===== config.mk =====
export PLATFORM = sky130hd
export DESIGN_NAME = ttcw_ctrl
export DESIGN_NICKNAME = d
export VERILOG_FILES = /design/src/ttcw_pkg.sv /design/src/ttcw_ctrl.sv
export SDC_FILE = /design/constraint.sdc
export NUM_CORES = 1
export LEC_CHECK = 0
export BUFFER_PORTS_ARGS = -buffer_cell sky130_fd_sc_hd__clkbuf_2
export CORE_MARGIN = 3
export CORE_UTILIZATION = 31
export CTS_CLUSTER_DIAMETER = 120
export DETAILED_ROUTE_END_ITERATION = 8
export SLEW_MARGIN = 10
export SYNTH_ARGS = -nofsm -noshare
export SYNTH_HDL_FRONTEND = slang
export SYNTH_SLANG_ARGS = --single-unit

===== constraint.sdc =====
create_clock -name aclk -period 4.52 [get_ports aclk]
set_clock_uncertainty 0.2 [all_clocks]
set_input_delay 0.226 -clock aclk [delete_from_list [all_inputs] [get_ports aclk]]
set_output_delay 0.226 -clock aclk [all_outputs]
set_load 0.01 [all_outputs]

===== src/ttcw_pkg.sv =====
// ----------------------------------------------------------------------------
// ttcw_pkg
// Shared types and constants of the text terminal cell writer: command codes,
// control characters, register indexes and stream word layout.
// ----------------------------------------------------------------------------
`default_nettype none

package ttcw_pkg;

    localparam int CMD_W        = 2;
    localparam int CHAR_W       = 8;
    localparam int CELL_INDEX_W = 11;
    localparam int CELL_W       = 16;
    localparam int COLOR_W      = 8;
    localparam int POS_W        = 11;

    localparam int S_TDATA_W    = 24;
    localparam int M_TDATA_W    = 32;
    localparam int M_PAD_W      = M_TDATA_W - CELL_W - POS_W;

    localparam int CFG_INDEX_W  = 1;
    localparam int CFG_DATA_W   = 8;

    localparam logic [CMD_W-1:0] CMD_PUT   = 2'd0;
    localparam logic [CMD_W-1:0] CMD_CLEAR = 2'd1;
    localparam logic [CMD_W-1:0] CMD_READ  = 2'd2;

    localparam logic [CHAR_W-1:0] CH_NEWLINE = 8'd10;
    localparam logic [CHAR_W-1:0] CH_RETURN  = 8'd13;
    localparam logic [CHAR_W-1:0] CH_SPACE   = 8'd32;

    localparam logic [CFG_INDEX_W-1:0] REG_TEXT_COLOR = 1'd0;
    localparam logic [CFG_INDEX_W-1:0] REG_STATUS_BAR = 1'd1;

    localparam logic [COLOR_W-1:0] TEXT_COLOR_RESET = 8'd15;

    typedef struct packed {
        logic              valid;
        logic [CELL_W-1:0] cell_data;
        logic [POS_W-1:0]  cursor_pos;
    } ttcw_result_t;

endpackage

`default_nettype wire


===== src/ttcw_ctrl.sv =====
// ----------------------------------------------------------------------------
// ttcw_ctrl
// Command sequencer: cursor and configuration registers, single cell writes,
// scroll copy walk, blank fill walk and the clearing pass after reset.
// ----------------------------------------------------------------------------
`default_nettype none

module ttcw_ctrl #(
    parameter int COLUMNS = 80,
    parameter int ROWS    = 25,
    parameter int CELLS   = ROWS * COLUMNS,
    parameter int ADDR_W  = $clog2(CELLS)
) (
    input  wire logic                               aclk,
    input  wire logic                               aresetn,
    input  wire logic                               in_valid,
    output      logic                               in_ready,
    input  wire logic [ttcw_pkg::CMD_W-1:0]         in_cmd,
    input  wire logic [ttcw_pkg::CHAR_W-1:0]        in_char,
    input  wire logic [ttcw_pkg::CELL_INDEX_W-1:0]  in_index,
    input  wire logic                               cfg_wr_en,
    input  wire logic [ttcw_pkg::CFG_INDEX_W-1:0]   cfg_wr_index,
    input  wire logic [ttcw_pkg::CFG_DATA_W-1:0]    cfg_wr_data,
    output      logic                               ram_wr_en,
    output      logic [ADDR_W-1:0]                  ram_wr_addr,
    output      logic [ttcw_pkg::CELL_W-1:0]        ram_wr_data,
    output      logic                               ram_rd_en,
    output      logic [ADDR_W-1:0]                  ram_rd_addr,
    input  wire logic [ttcw_pkg::CELL_W-1:0]        ram_rd_data,
    output      ttcw_pkg::ttcw_result_t             res,
    input  wire logic                               res_take
);

    import ttcw_pkg::*;

    localparam int ROW_W = $clog2(ROWS);
    localparam int COL_W = $clog2(COLUMNS);
    localparam logic [ADDR_W-1:0] LAST_CELL     = ADDR_W'(CELLS - 1);
    localparam logic [ADDR_W-1:0] LAST_ROW_BASE = ADDR_W'(CELLS - COLUMNS);
    localparam logic [ADDR_W-1:0] ROW_STRIDE    = ADDR_W'(COLUMNS);
    localparam logic [ADDR_W-1:0] SCROLL_FROM_0 = ADDR_W'(COLUMNS);
    localparam logic [ADDR_W-1:0] SCROLL_FROM_1 = ADDR_W'(2 * COLUMNS);
    localparam logic [ADDR_W-1:0] WALK_ONE      = ADDR_W'(1);
    localparam logic [ROW_W-1:0]  ROW_LAST      = ROW_W'(ROWS - 1);
    localparam logic [ROW_W-1:0]  ROW_ONE       = ROW_W'(1);
    localparam logic [COL_W-1:0]  COL_LAST      = COL_W'(COLUMNS - 1);
    localparam logic [COL_W-1:0]  COL_ONE       = COL_W'(1);

    typedef enum logic [2:0] {
        ST_INIT,
        ST_IDLE,
        ST_READ,
        ST_SCROLL,
        ST_FLUSH,
        ST_BLANK,
        ST_DONE
    } state_t;

    state_t              state_reg;
    logic [ADDR_W-1:0]   walk_reg;
    logic                copy_valid_reg;
    logic [ADDR_W-1:0]   copy_addr_reg;
    logic [ROW_W-1:0]    cursor_row_reg;
    logic [COL_W-1:0]    cursor_col_reg;
    logic [COLOR_W-1:0]  text_color_reg;
    logic                status_bar_reg;
    logic                read_ok_reg;
    logic [CELL_W-1:0]   res_data_reg;

    logic                accept;
    logic                is_print;
    logic                need_adv;
    logic                last_col;
    logic                last_row;
    logic                in_range;
    logic                scroll_empty;
    logic [ROW_W-1:0]    eff_row;
    logic [ADDR_W-1:0]   cur_addr;
    logic [ADDR_W-1:0]   cursor_lin;
    logic [ADDR_W-1:0]   scroll_from;
    logic [CELL_W-1:0]   blank_cell;

    always_comb begin
        in_ready     = (state_reg == ST_IDLE);
        accept       = in_valid && in_ready;
        eff_row      = (status_bar_reg && cursor_row_reg == '0) ? ROW_ONE : cursor_row_reg;
        cur_addr     = ADDR_W'(eff_row) * ROW_STRIDE + ADDR_W'(cursor_col_reg);
        cursor_lin   = ADDR_W'(cursor_row_reg) * ROW_STRIDE + ADDR_W'(cursor_col_reg);
        is_print     = (in_cmd == CMD_PUT) && (in_char != CH_NEWLINE)
                       && (in_char != CH_RETURN);
        last_col     = (cursor_col_reg == COL_LAST);
        last_row     = (eff_row == ROW_LAST);
        need_adv     = (in_cmd == CMD_PUT)
                       && ((in_char == CH_NEWLINE) || (is_print && last_col));
        in_range     = (32'(in_index) < 32'(CELLS));
        scroll_empty = status_bar_reg && (ROWS == 2);
        scroll_from  = status_bar_reg ? SCROLL_FROM_1 : SCROLL_FROM_0;
        blank_cell   = {text_color_reg, CH_SPACE};

        ram_wr_en   = 1'b0;
        ram_wr_addr = walk_reg;
        ram_wr_data = blank_cell;
        if (copy_valid_reg) begin
            ram_wr_en   = 1'b1;
            ram_wr_addr = copy_addr_reg;
            ram_wr_data = ram_rd_data;
        end else if (state_reg == ST_INIT) begin
            ram_wr_en   = 1'b1;
            ram_wr_data = '0;
        end else if (state_reg == ST_BLANK) begin
            ram_wr_en   = 1'b1;
        end else if (accept && is_print) begin
            ram_wr_en   = 1'b1;
            ram_wr_addr = cur_addr;
            ram_wr_data = {text_color_reg, in_char};
        end

        ram_rd_en   = (state_reg == ST_SCROLL) || (accept && in_cmd == CMD_READ);
        ram_rd_addr = (state_reg == ST_SCROLL) ? walk_reg : ADDR_W'(in_index);

        res.valid      = (state_reg == ST_DONE);
        res.cell_data  = res_data_reg;
        res.cursor_pos = POS_W'(cursor_lin);
    end

    always_ff @(posedge aclk) begin
        copy_addr_reg <= walk_reg - ROW_STRIDE;
        if (!aresetn) begin
            state_reg      <= ST_INIT;
            walk_reg       <= '0;
            copy_valid_reg <= 1'b0;
            cursor_row_reg <= '0;
            cursor_col_reg <= '0;
            text_color_reg <= TEXT_COLOR_RESET;
            status_bar_reg <= 1'b0;
        end else begin
            copy_valid_reg <= (state_reg == ST_SCROLL);

            if (cfg_wr_en) begin
                case (cfg_wr_index)
                    REG_TEXT_COLOR: begin
                        text_color_reg <= cfg_wr_data;
                    end
                    REG_STATUS_BAR: begin
                        status_bar_reg <= cfg_wr_data[0];
                        if (cfg_wr_data[0] && cursor_row_reg == '0) begin
                            cursor_row_reg <= ROW_ONE;
                        end
                    end
                    default: begin
                    end
                endcase
            end

            case (state_reg)
                ST_INIT: begin
                    walk_reg <= walk_reg + WALK_ONE;
                    if (walk_reg == LAST_CELL) begin
                        state_reg <= ST_IDLE;
                    end
                end
                ST_IDLE: begin
                    if (accept) begin
                        res_data_reg <= '0;
                        case (in_cmd)
                            CMD_PUT: begin
                                if (need_adv) begin
                                    cursor_col_reg <= '0;
                                    if (last_row) begin
                                        cursor_row_reg <= ROW_LAST;
                                        if (scroll_empty) begin
                                            walk_reg  <= LAST_ROW_BASE;
                                            state_reg <= ST_BLANK;
                                        end else begin
                                            walk_reg  <= scroll_from;
                                            state_reg <= ST_SCROLL;
                                        end
                                    end else begin
                                        cursor_row_reg <= eff_row + ROW_ONE;
                                        state_reg      <= ST_DONE;
                                    end
                                end else begin
                                    cursor_row_reg <= eff_row;
                                    if (is_print) begin
                                        cursor_col_reg <= cursor_col_reg + COL_ONE;
                                    end else begin
                                        cursor_col_reg <= '0;
                                    end
                                    state_reg <= ST_DONE;
                                end
                            end
                            CMD_CLEAR: begin
                                cursor_row_reg <= status_bar_reg ? ROW_ONE : '0;
                                cursor_col_reg <= '0;
                                walk_reg       <= status_bar_reg ? ROW_STRIDE : '0;
                                state_reg      <= ST_BLANK;
                            end
                            CMD_READ: begin
                                read_ok_reg <= in_range;
                                state_reg   <= ST_READ;
                            end
                            default: begin
                                state_reg <= ST_DONE;
                            end
                        endcase
                    end
                end
                ST_READ: begin
                    res_data_reg <= read_ok_reg ? ram_rd_data : '0;
                    state_reg    <= ST_DONE;
                end
                ST_SCROLL: begin
                    walk_reg <= walk_reg + WALK_ONE;
                    if (walk_reg == LAST_CELL) begin
                        state_reg <= ST_FLUSH;
                    end
                end
                ST_FLUSH: begin
                    walk_reg  <= LAST_ROW_BASE;
                    state_reg <= ST_BLANK;
                end
                ST_BLANK: begin
                    walk_reg <= walk_reg + WALK_ONE;
                    if (walk_reg == LAST_CELL) begin
                        state_reg <= ST_DONE;
                    end
                end
                ST_DONE: begin
                    if (res_take) begin
                        state_reg <= ST_IDLE;
                    end
                end
                default: begin
                    state_reg <= ST_IDLE;
                end
            endcase
        end
    end

    a_col_range: assert property (@(posedge aclk) disable iff (!aresetn)
        32'(cursor_col_reg) < 32'(COLUMNS))
        else $error("cursor column out of range");

    a_row_range: assert property (@(posedge aclk) disable iff (!aresetn)
        32'(cursor_row_reg) < 32'(ROWS))
        else $error("cursor row out of range");

    a_read_next: assert property (@(posedge aclk) disable iff (!aresetn)
        (accept && in_cmd == CMD_READ) |=> (state_reg == ST_READ))
        else $error("read command did not enter read state");

    a_take_done: assert property (@(posedge aclk) disable iff (!aresetn)
        res_take |-> (state_reg == ST_DONE))
        else $error("result taken with no result pending");

    a_copy_scope: assert property (@(posedge aclk) disable iff (!aresetn)
        copy_valid_reg |-> (state_reg == ST_SCROLL || state_reg == ST_FLUSH))
        else $error("copy write outside scroll");

endmodule

`default_nettype wire

==> summary.md, run 1 <==
| Metric | Value |
|---|---|
| Status | finished, final reports clean |
| Number of synthesized flops with an enable pin | 17 |
| Synth area leaders | dfxtp_1 (22%), edfxtp_1 (12%), ha_1 (7.3%), nand2_1 (6.2%), o21ai_0 (4.0%) |
| Total iterations of the first detailed-routing run | 5 |
| Sink Count | between 60 and 70 |
| Design Area, Final | between 5000 and 6000 um2 |
| Clk_lat worst skew | ~0.34 ns |
| Max reg flops | 16 |
| Slew HR | 42.1% |
| Core area | between 10,000 and 15,000 um2 |
| Detailed-route via count | ~4.2k |
| P_leak | 2.36 nW |
| Yosys top cell by area | dfxtp_1 |
| Logic pwr share | around 33% |
| Nets | a little over 700 |
| Multi-input gate area | roughly 2600 um2 |
| Syn Area/Cell | 8.35 um2 |
| Initial antenna violation count | 0 |
| Ys Warns | 0 |
| DRT iter0 DRCs | approximately 320 |
| I/O pin cnt | 120 |
| DP HPWL | approximately 10 mm |
| Vias per inst | 5.14 |
| R2R cell count | 8 |
| Routed WL per cell | 16.3 um |
| Worst Path Max Fanout | 13 |
| Cell Area, Synth | between 4000 and 5000 um2 |
| ANT cells | 0 |
| Inst Count DP | 776 |
| WP data required | 4.09 ns |
| Clk slew on worst S/H paths | 0.06 ns |
| Die area | about 15,000 um2 |
| Critical path type | register to output pin |
| Worst Hold Class | input port to register |
| Count of non-filler cells in the finished layout | between 800 and 900 |
| Syn nets | around 600 |
| RePlAce Congestion | roughly 0.9 |
| Worst Max-Slew Pin Slew | between 0.8 and 0.9 ns |
| # H-tree levels | 3 |
| Setup TNS | 0 ns |
| Antenna-violating nets left | 0 |
| Power after layout | between 2 and 2.5 mW |
| Setup crit start | cursor_row_reg[1]$_SDFF_PN0_ |
| FF-to-FF End | walk_reg[3]$_SDFFE_PN0P_ |
| Final WL | between 10 and 15 mm |
| Crit. End Element | output pin |
| TritonCTS clock tree | built |
| Post-synthesis sequential area ratio | 33.8% |
| Max-slew violations | 0 |
| Synth Instances | around 520 |
| Hold path cells | 2 |
| Row cnt | between 40 and 50 |
| Clock power share | between 30% and 40% |
| Starting density of the core | 32.1% |
| Sequential Power Share | about 35% |
| FMAX | roughly 250 MHz |
| Sw Share | a little under two fifths |
| Root Buffer | clkbuf_16 |
| Startpoint types | register |
| Final min period | roughly 4 ns |
| Overall die width | 124 um |
| HP Start | ram_rd_data[1] |
| DRC viols | 0 |
| Area after detailed placement | roughly 5000 um2 |
| Area grow syn2layout | 27.6% |
| #FFs+latches synth | 64 |
| Vias in the first global route | a little over 4k |
| Die height | 124 um |
| Synth Flop Type | dfxtp_1 |
| Share of cells above drive strength 1 | 25.2% |
| Cell types with the highest counts after synthesis | nand2_1 (71), dfxtp_1 (47), o21ai_0 (34) |
| Most numerous cell in the Yosys netlist | nand2_1 |
| Worst Hold End | res_data_reg[1]$_SDFFCE_PN0P_ |
| Congestion Overflow GR | 0 |
| Area occupied by registers | around 1500 um2 |
| Post-synth ARST share | 0% |
| Count of final setup violators | 0 |
| Netlist cell types | 66 |
| TritonCTS buffer count | 9 |
| Port Buf Inserts | 119 |
| GRT Total Usage | 17.0% |
| Power per cell area | between 400 and 500 nW/um2 |
| P_sw | ~0.85 mW |
| Yosys top cell area share | between 20 and 25% |
| Final worst-path cycle share | about nine tenths |
| Reg2reg setup slack | 1.63 ns |
| Worst r2r src | cursor_row_reg[1]$_SDFF_PN0_ |
| CP arrival | between 3 and 4 ns |
| Longest Clk Path Bufs | 2 |
| Unrepaired setup endpoints after global routing | no |
| Largest net degree at the start of global routing | 30 |
| # resized after CTS | 0 |
| Fillers | 1,350 |
| Hold slack | 0.00227 ns |
| First-pass GRT wire length | about 20 mm |
| Max-capacitance violation count | 0 |
| Cell Int Power | between 1 and 1.5 mW |
| Max VDD drop | approximately 250 uV |
| Hold Fails Final Rpt | 0 |
[layer usage]
layer | track usage [%] | wire length (um) | share of wire, % | vias up
li1 | - | - | - | 2053
met1 | 20.5 | 5690 | 43 | 1914
met2 | 29.2 | 6170 | 46 | 172
met3 | 3.59 | 1060 | 8.0 | 31
met4 | 7.54 | 359 | 2.7 | 0
met5 | 0 | 0 | 0 | -
[power groups by stage]
| stage | Combinational [mW] | Sequential, mW | Clock (mW) |
|---|---|---|---|
| final | 0.758 | 0.802 | 0.708 |
| after global routing | 0.843 | 0.816 | 0.746 |
| after CTS | 0.757 | 0.798 | 0.720 |
| after detailed placement | 0.739 | 0.811 | 0 |
| after global placement | 0.731 | 0.808 | 0 |
| after floorplan | 0.540 | 0.736 | 0 |
[worst max path at each step]
stage | end | cells after the start
floorplan | ram_wr_addr[10] | 11
global placement | ram_wr_addr[10] | 11
detailed placement | ram_wr_addr[10] | 11
CTS | ram_wr_addr[10] | 11
global route | ram_wr_addr[10] | 11
finish | ram_wr_addr[10] | 11
[placed cells by master, fill, tap and decap left out, types with 4 or more instances in the layout]
master         synthesis  final
clkbuf_2               0    119
nand2_1               71     71
dfxtp_1               47     47
o21ai_0               34     34
a21oi_1               31     31
nor2_1                31     31
ha_1                  25     25
and2_1                21     21
inv_1                 20     20
dlygate4sd3_1          0     20
nand3_1               17     17
edfxtp_1              17     17
xor2_1                15     15
xnor2_1               12     12
mux2i_1                9      9
a22o_1                 9      9
clkbuf_16              0      9
mux2_2                 8      8
nor2b_1                7      7
a211oi_1               6      6
nor3_1                 7      6
and3_1                 6      6
nand4_1                6      6
o31ai_1                5      5
a21o_1                 5      5
nand3b_1               5      5
a31oi_1                5      5
or3_1                  4      4
[cells by family (layout without fill, tap and decap cells)]
logic type	Yosys count	after routing	share of synthesized area [%]
AO/OA/AOI/OAI	123	123	18.8
adder cells (fa/ha/maj)	29	29	8.91
XOR/XNOR	27	27	5.50
buffers and inverters	57	178	5.47
flip-flops	64	64	33.8
multiplexers	17	17	4.19
AND/OR/NAND/NOR	198	198	23.4
[critical path, stage by stage, from the launching register on]
cell and delay [ns]:
dfxtp_1 0.44, nor4_1 0.41, a21o_1 0.27, ha_1 0.18, ha_1 0.16, inv_1 0.05
fa_1 0.38, xor2_1 0.21, or4_1 0.51, a31o_2 0.25, o21ai_0 0.19, clkbuf_2 0.18
[area by class of cell]
type	count	share of cell area, %
multi-input cells	394	47.7
flip-flops and latches	64	26.5
repair buffers	142	14.9
clock buffers	9	4.11
well taps	176	4.02
clock inverters	7	1.39
inverters	20	1.37
[what timing repair did]
item | 4_1_cts | 5_1_grt
hold buffers | 19 | 1
buffers inserted | 0 | 0
hold endpoints to repair | 19 | 1
[metrics by stage]
stage                     worst slack, ns  utilization (%)
after floorplan                      1.06                -
after global placement              0.972             37.2
after detailed placement            0.846             37.2
after CTS                           0.498             40.8
after global routing                0.241             40.9
final                               0.509             40.9
No activity file was read; power rests on OpenSTA's default activity.
==> run 2: changes to the inputs <==
--- a/config.mk
+++ b/config.mk
@@ -11,5 +11,4 @@
 export CTS_CLUSTER_DIAMETER = 120
 export DETAILED_ROUTE_END_ITERATION = 8
-export SLEW_MARGIN = 10
 export SYNTH_ARGS = -nofsm -noshare
 export SYNTH_HDL_FRONTEND = slang
==> constraint.sdc (replaced) <==
create_clock -name aclk -period 4.52 [get_ports aclk]
set_clock_uncertainty 0.2 [all_clocks]
set_input_delay 0.904 -clock aclk [delete_from_list [all_inputs] [get_ports aclk]]
set_output_delay 0.904 -clock aclk [all_outputs]
set_load 0.01 [all_outputs]
==> run 2 against run 1 <==
Compared with the run above: fmax shrank 9.3%; critical endpoint unchanged; largest power group unchanged; clock power grew 4.9%; hold slack gained 0.25 ns.
==> summary.md, run 2 (synthesized netlist as in run 1, its figures left out) <==
| Metric | Value |
|---|---|
| Clk slew on worst S/H paths | 0.06 ns (about the same) |
| Most frequent cells in the layout | clkbuf_2 (119), nand2_1 (71), dfxtp_1 (47) |
| Sink Count | 64 (unchanged) |
| Root Buffer | clkbuf_16 |
| Cell mode on critical path | ha_1 |
| Max-capacitance violation count | 0 (unchanged) |
| Setup TNS | 0 ns (unchanged) |
| Nets | 699 (-1.5%) |
| Core area | 13,400 um2 (unchanged) |
| CP arrival | 3.32 ns (-0.27 ns) |
| Row cnt | 42 (unchanged) |
| First-pass GRT wire length | 19.7 mm (-3.3%) |
| Met2 wire length | 6.09 mm (-1.3%) |
| TritonCTS clock tree | built |
| Longest Clk Path Bufs | 2 (unchanged) |
| DP HPWL | 9.97 mm (about the same) |
| Status | finished, final reports clean |
| RePlAce Congestion | 0.925 (+0.37%) |
| Die area | 15,300 um2 (unchanged) |
| Final min period | 4.42 ns (+0.409 ns) |
| Crit. End Element | output pin |
| Slew HR | 46.0% (+3.9 points) |
| Die height | 124 um (unchanged) |
| WP data required | 3.42 ns (-0.67 ns) |
| Total iterations of the first detailed-routing run | 5 (unchanged) |
| Max-slew violations | 0 (unchanged) |
| ANT cells | 0 (unchanged) |
| Port Buf Inserts | 119 (unchanged) |
| Critical Path Slowest Stage Cell | or4_1 |
| Final worst-path cycle share | 97.8% (+9.1 points) |
| TritonCTS buffer count | 9 (unchanged) |
| FMAX | 226 MHz (-9.3%) |
| # hold bufs at CTS | 0 (-19) |
| Startpoint types | register |
| Vias per inst | 5.16 (+0.55%) |
| CP Cell Sequence | nor4_2 > a21o_1 > ha_1 > ha_1 > inv_1 > fa_1 > xor2_1 > or4_1 > a31o_2 > o21ai_1 > clkbuf_2 |
| Count of non-filler cells in the finished layout | 801 (-1.4%) |
| Overall die width | 124 um (unchanged) |
| Max reg flops | 16 (unchanged) |
| Count of final setup violators | 0 (unchanged) |
| I/O pin cnt | 120 (unchanged) |
| Worst Hold Class | register to register |
| Power per cell area | 427 nW/um2 (+3.2%) |
| Initial antenna violation count | 0 (unchanged) |
| Largest delay share family, worst path | simple AND/OR/NAND/NOR gates |
| Setup ws final | 0.0996 ns (-0.409 ns) |
| Top Metal Used | met4 |
| Worst Path Max Fanout | 7 (-6) |
| Max VDD drop | 220 uV (-12%) |
| # H-tree levels | 3 (unchanged) |
| Met3 wire length | 1.10 mm (+3.7%) |
| Setup WS pre-CTS | 0.343 ns (-0.504 ns) |
| Antenna-violating nets left | 0 (unchanged) |
| Hold Fails Final Rpt | 0 (unchanged) |
| Clk_lat worst skew | 0.33 ns (about the same) |
| Vias in the first global route | 3,891 (-5.5%) |
| DRT iter0 DRCs | 283 (-10%) |
| Congestion Overflow GR | 0 (unchanged) |
| Final WL | 12.9 mm (-2.9%) |
| Starting density of the core | 32.1% (unchanged) |
| Fillers | 1,374 (+1.8%) |
| CP Buf/Inv Count | 2 (unchanged) |
| P_leak | 2.33 nW (-1.0%) |
| Worst Max-Slew Pin Slew | 0.810 ns (-0.0580 ns) |
| Crit-path max cell delay | 0.51 ns (about the same) |
| Area grow syn2layout | 25.1% |
| Most common cell after layout, fill and taps aside | clkbuf_2 |
| Share of cells above drive strength 1 | 27.2% (+2.0 points) |
| Detailed-route via count | 4,136 (-0.82%) |
| DRC viols | 0 (unchanged) |
| Routed WL per cell | 16.1 um (-1.5%) |
| Critical path type | register to output pin |
| Inst Count DP | 782 (+0.77%) |
| Largest net degree at the start of global routing | 36 (+20%) |
| Metal1 wirelength | 5.49 mm (-3.4%) |
| GRT Total Usage | 16.6% (-0.47 points) |
-- run 2: cell count changes in the layout (fill, tap and decap cells not counted), sizes merged --
cell and delta:
clkinvlp -1, buf +9, inv -1, clkinv +1
clkbuf +1, dlygate4sd3 -20
-- run 2: metal layers --
layer / global-route usage (%) / up-vias
li1: - / 2035
met1: 20.9 / 1927
met2: 28.0 / 160
met3: 4.18 / 14
met4: 4.78 / 0
met5: 0 / -
-- run 2: worst min-delay path, stage by stage, from the launching register on --
cell and delay [ns]:
dfxtp_1 0.31, nand2_1 0.05, a21oi_1 0.05
-- run 2: area by class of cell --
type / count / area (um2) / share of cell area (%)
timing repair buffer: 131 / 686 / 12.7
sequential: 64 / 1450 / 27.0
clock inverter: 6 / 72.6 / 1.35
clock buffer: 10 / 250 / 4.65
inverter: 20 / 75.1 / 1.40
tap: 176 / 220 / 4.09
multi-input combinational: 394 / 2620 / 48.8
-- run 2: path summary, 6_finish.rpt --
check                           slack (ns)                      startpoint                             end  cells after the start
worst max-delay path                   0.1    cursor_row_reg[4]$_SDFF_PN0_                 ram_wr_addr[10]                     11
worst min-delay path                  0.26  text_color_reg[5]$_SDFFE_PN0P_  text_color_reg[5]$_SDFFE_PN0P_                      2
worst max register to register        1.61    cursor_row_reg[4]$_SDFF_PN0_        walk_reg[3]$_SDFFE_PN0P_                     10
worst min register to register        0.26  text_color_reg[5]$_SDFFE_PN0P_  text_color_reg[5]$_SDFFE_PN0P_                      2
-- run 2: repair_timing --
action,in CTS,in global routing
cloned,0,0
gates resized for setup,0,2
pin swaps,1,2
setup endpoints to repair,1,1
setup buffers,1,2
-- run 2: stage by stage --
stage / hold WS [ns] / utilization, % / total power [mW] / area (um2)
after detailed placement: 0.253 / 37.5 / 1.55 / 5030
after global routing: 0.289 / 40.1 / 2.43 / 5380
after floorplan: 0.129 / - / 1.28 / 4300
after CTS: 0.261 / 40.0 / 2.30 / 5360
final: 0.257 / 40.1 / 2.30 / 5380
after global placement: 0.253 / 37.5 / 1.55 / 5030
-- run 2: report_power, final --
group          switching (mW)  internal [mW]
sequential              0.109          0.678
clock                   0.277          0.466
combinational           0.457          0.308
total                   0.843           1.45
==> run 3: changes to the inputs <==
Settings changed: CORE_ASPECT_RATIO set to 2, CTS_BUF_LIST set to sky130_fd_sc_hd__clkbuf_4 sky130_fd_sc_hd__clkbuf_8.
==> run 3 against run 2 <==
Compared with the run above: sequential power down 2.7%; first-iteration DRC count down 27%; power down 5.0%; sequential share of layout area up 0.39 points; non-clock buffer count up 3; fmax up 1.7%; clock power down 18%; critical path depth unchanged; cell count down 2.2%.
==> summary.md, run 3 (synthesized netlist as in run 1, its figures left out) <==
| Metric | Value |
|---|---|
| Status | finished, final reports clean |
| Die height | 173 um (+39%) |
| Hold Fails Final Rpt | 0 (unchanged) |
| Slew HR | 50.1% (+4.2 points) |
| Row cnt | 60 (+43%) |
| Clk slew on worst S/H paths | 0.07 ns (about the same) |
| Inst Count DP | 766 (-2.0%) |
| Longest Clk Path Bufs | 2 (unchanged) |
| Sink Count | 64 (unchanged) |
| Final worst-path cycle share | 96.1% (-1.7 points) |
| DRT iter0 DRCs | 207 (-27%) |
| Total iterations of the first detailed-routing run | 4 (-1) |
| Startpoint types | register |
| # H-tree levels | 3 (unchanged) |
| Max VDD drop | 390 uV (+77%) |
| Setup TNS | 0 ns (unchanged) |
| Max-slew violations | 0 (unchanged) |
| Final WL | 14.3 mm (+11%) |
| Count of non-filler cells in the finished layout | 783 (-2.2%) |
| Clk_lat worst skew | 0.35 ns (+0.02 ns) |
| Overall die width | 89.3 um (-28%) |
| Detailed-route via count | 4,217 (+2.0%) |
| Routed WL per cell | 18.2 um (+13%) |
| TritonCTS clock tree | built |
| Count of final setup violators | 0 (unchanged) |
| Max reg flops | 16 (unchanged) |
| Logic pwr share | 37.0% (+3.7 points) |
| Root Buffer | clkbuf_8 |
| First-pass GRT wire length | 22.1 mm (+12%) |
| FMAX | 230 MHz (+1.7%) |
| Most frequent cells in the layout | clkbuf_2 (119), nand2_1 (71), dfxtp_1 (46) |
| I/O pin cnt | 120 (unchanged) |
| RePlAce Congestion | 0.889 (-3.9%) |
| Unrepaired setup endpoints after global routing | no |
| Critical path type | register to output pin |
| P_leak | 2.32 nW (-0.63%) |
| P_sw | 0.822 mW (-2.5%) |
| Clock power share | 27.9% (-4.5 points) |
| Nets | 702 (+0.43%) |
| Starting density of the core | 31.8% (-0.27 points) |
| Reg2reg setup slack | 1.43 ns (-0.18 ns) |
| Initial antenna violation count | 0 (unchanged) |
| Cell Int Power | 1.36 mW (-6.4%) |
| Worst Path Max Fanout | 7 (unchanged) |
| Worst Max-Slew Pin Slew | 0.743 ns (-0.0665 ns) |
| DP HPWL | 11.3 mm (+14%) |
| CP arrival | 3.24 ns (-0.08 ns) |
| Antenna-violating nets left | 0 (unchanged) |
| Vias per inst | 5.39 (+4.3%) |
| Power per cell area | 411 nW/um2 (-3.7%) |
| WP data required | 3.42 ns (about the same) |
| ANT cells | 0 (unchanged) |
| GRT Total Usage | 18.6% (+2.1 points) |
| Sw Share | 37.7% (+0.95 points) |
| TritonCTS buffer count | 9 (unchanged) |
| Sequential Power Share | 35.1% (+0.8 points) |
| Largest net degree at the start of global routing | 46 (+28%) |
| Max-capacitance violation count | 0 (unchanged) |
| Area grow syn2layout | 23.4% |
| Share of cells above drive strength 1 | 27.7% (+0.51 points) |
| Crit. End Element | output pin |
| Port Buf Inserts | 119 (unchanged) |
| Final min period | 4.35 ns (-0.0750 ns) |
| Die area | 15,400 um2 (+0.55%) |
| Vias in the first global route | 4,186 (+7.6%) |
| DRC viols | 0 (unchanged) |
| Congestion Overflow GR | 0 (unchanged) |
| Power after layout | 2.18 mW (-5.0%) |
| Core area | 13,500 um2 (+0.84%) |
| Most common cell after layout, fill and taps aside | clkbuf_2 |
| Worst Hold Class | register to register |
run 3: cell types whose count changed in the layout (fill, tap and decap cells not counted), sizes merged:
cell / before / now
clkbuf: 129 / 128
buf: 12 / 15
clkinv: 2 / 3
inv: 22 / 20
bufinv: 1 / 3
run 3: stage by stage:
step | cell area, um2 | util (%) | setup WS [ns] | hold WS [ns]
5_1_grt | 5310 | 39.3 | 0.0456 | 0.249
6_report | 5310 | 39.3 | 0.175 | 0.231
2_1_floorplan | 4300 | - | 0.383 | 0.129
4_1_cts | 5300 | 39.2 | 0.0925 | 0.237
3_3_place_gp | 5040 | 37.3 | 0.390 | 0.215
3_5_place_dp | 5040 | 37.3 | 0.331 | 0.234
run 3: path summary, 6_finish.rpt:
check | cells after the start | start | end
worst min register to register | 0 | walk_reg[1]$_SDFFE_PN0P_ | copy_addr_reg[1]$_DFF_P_
worst max register to register | 7 | cursor_col_reg[1]$_SDFFE_PN0P_ | walk_reg[9]$_SDFFE_PN0P_
worst min-delay path | 0 | walk_reg[1]$_SDFFE_PN0P_ | copy_addr_reg[1]$_DFF_P_
worst max-delay path | 11 | cursor_row_reg[4]$_SDFF_PN0_ | ram_wr_addr[10]
run 3: what timing repair did:
action,in CTS,in global routing
pin swaps,1,0
setup endpoints to repair,1,1
hold buffers,0,0
buffers inserted,1,0
hold endpoints to repair,0,0
resized for setup,1,2
run 3: per-layer routing:
| layer | vias to the layer above | track usage [%] | part of all wire (%) |
|---|---|---|---|
| met5 | - | 0 | 0 |
| met4 | 0 | 8.26 | 3.4 |
| met3 | 26 | 2.62 | 4.8 |
| met2 | 152 | 34.4 | 56 |
| met1 | 2005 | 20.0 | 36 |
| li1 | 2034 | - | - |
run 3: critical path, stage by stage, from the launching register on:
cell      delay, ns
dfxtp_2        0.38
nor4_4         0.28
a21o_1         0.18
ha_1           0.15
ha_1           0.16
inv_1          0.05
fa_1           0.38
xor2_1         0.21
or4_1          0.51
a31o_2         0.25
o21ai_0        0.17
clkbuf_2       0.17
run 3: layout make-up:
class / instances / area [um2]
clock buffers: 9 / 124
flip-flops and latches: 64 / 1450
multi-input cells: 394 / 2630
fillers: 1420 / 8210
repair buffers: 134 / 708
well taps: 155 / 194
inverters: 20 / 75.1
clock inverters: 7 / 120
run 3: power groups by stage:
stage,clock (mW),combinational (mW),sequential [mW]
4_1_cts,0.622,0.805,0.764
5_1_grt,0.646,0.877,0.777
2_1_floorplan,0,0.540,0.736
6_report,0.609,0.806,0.766
3_5_place_dp,0,0.796,0.778
3_3_place_gp,0,0.792,0.775
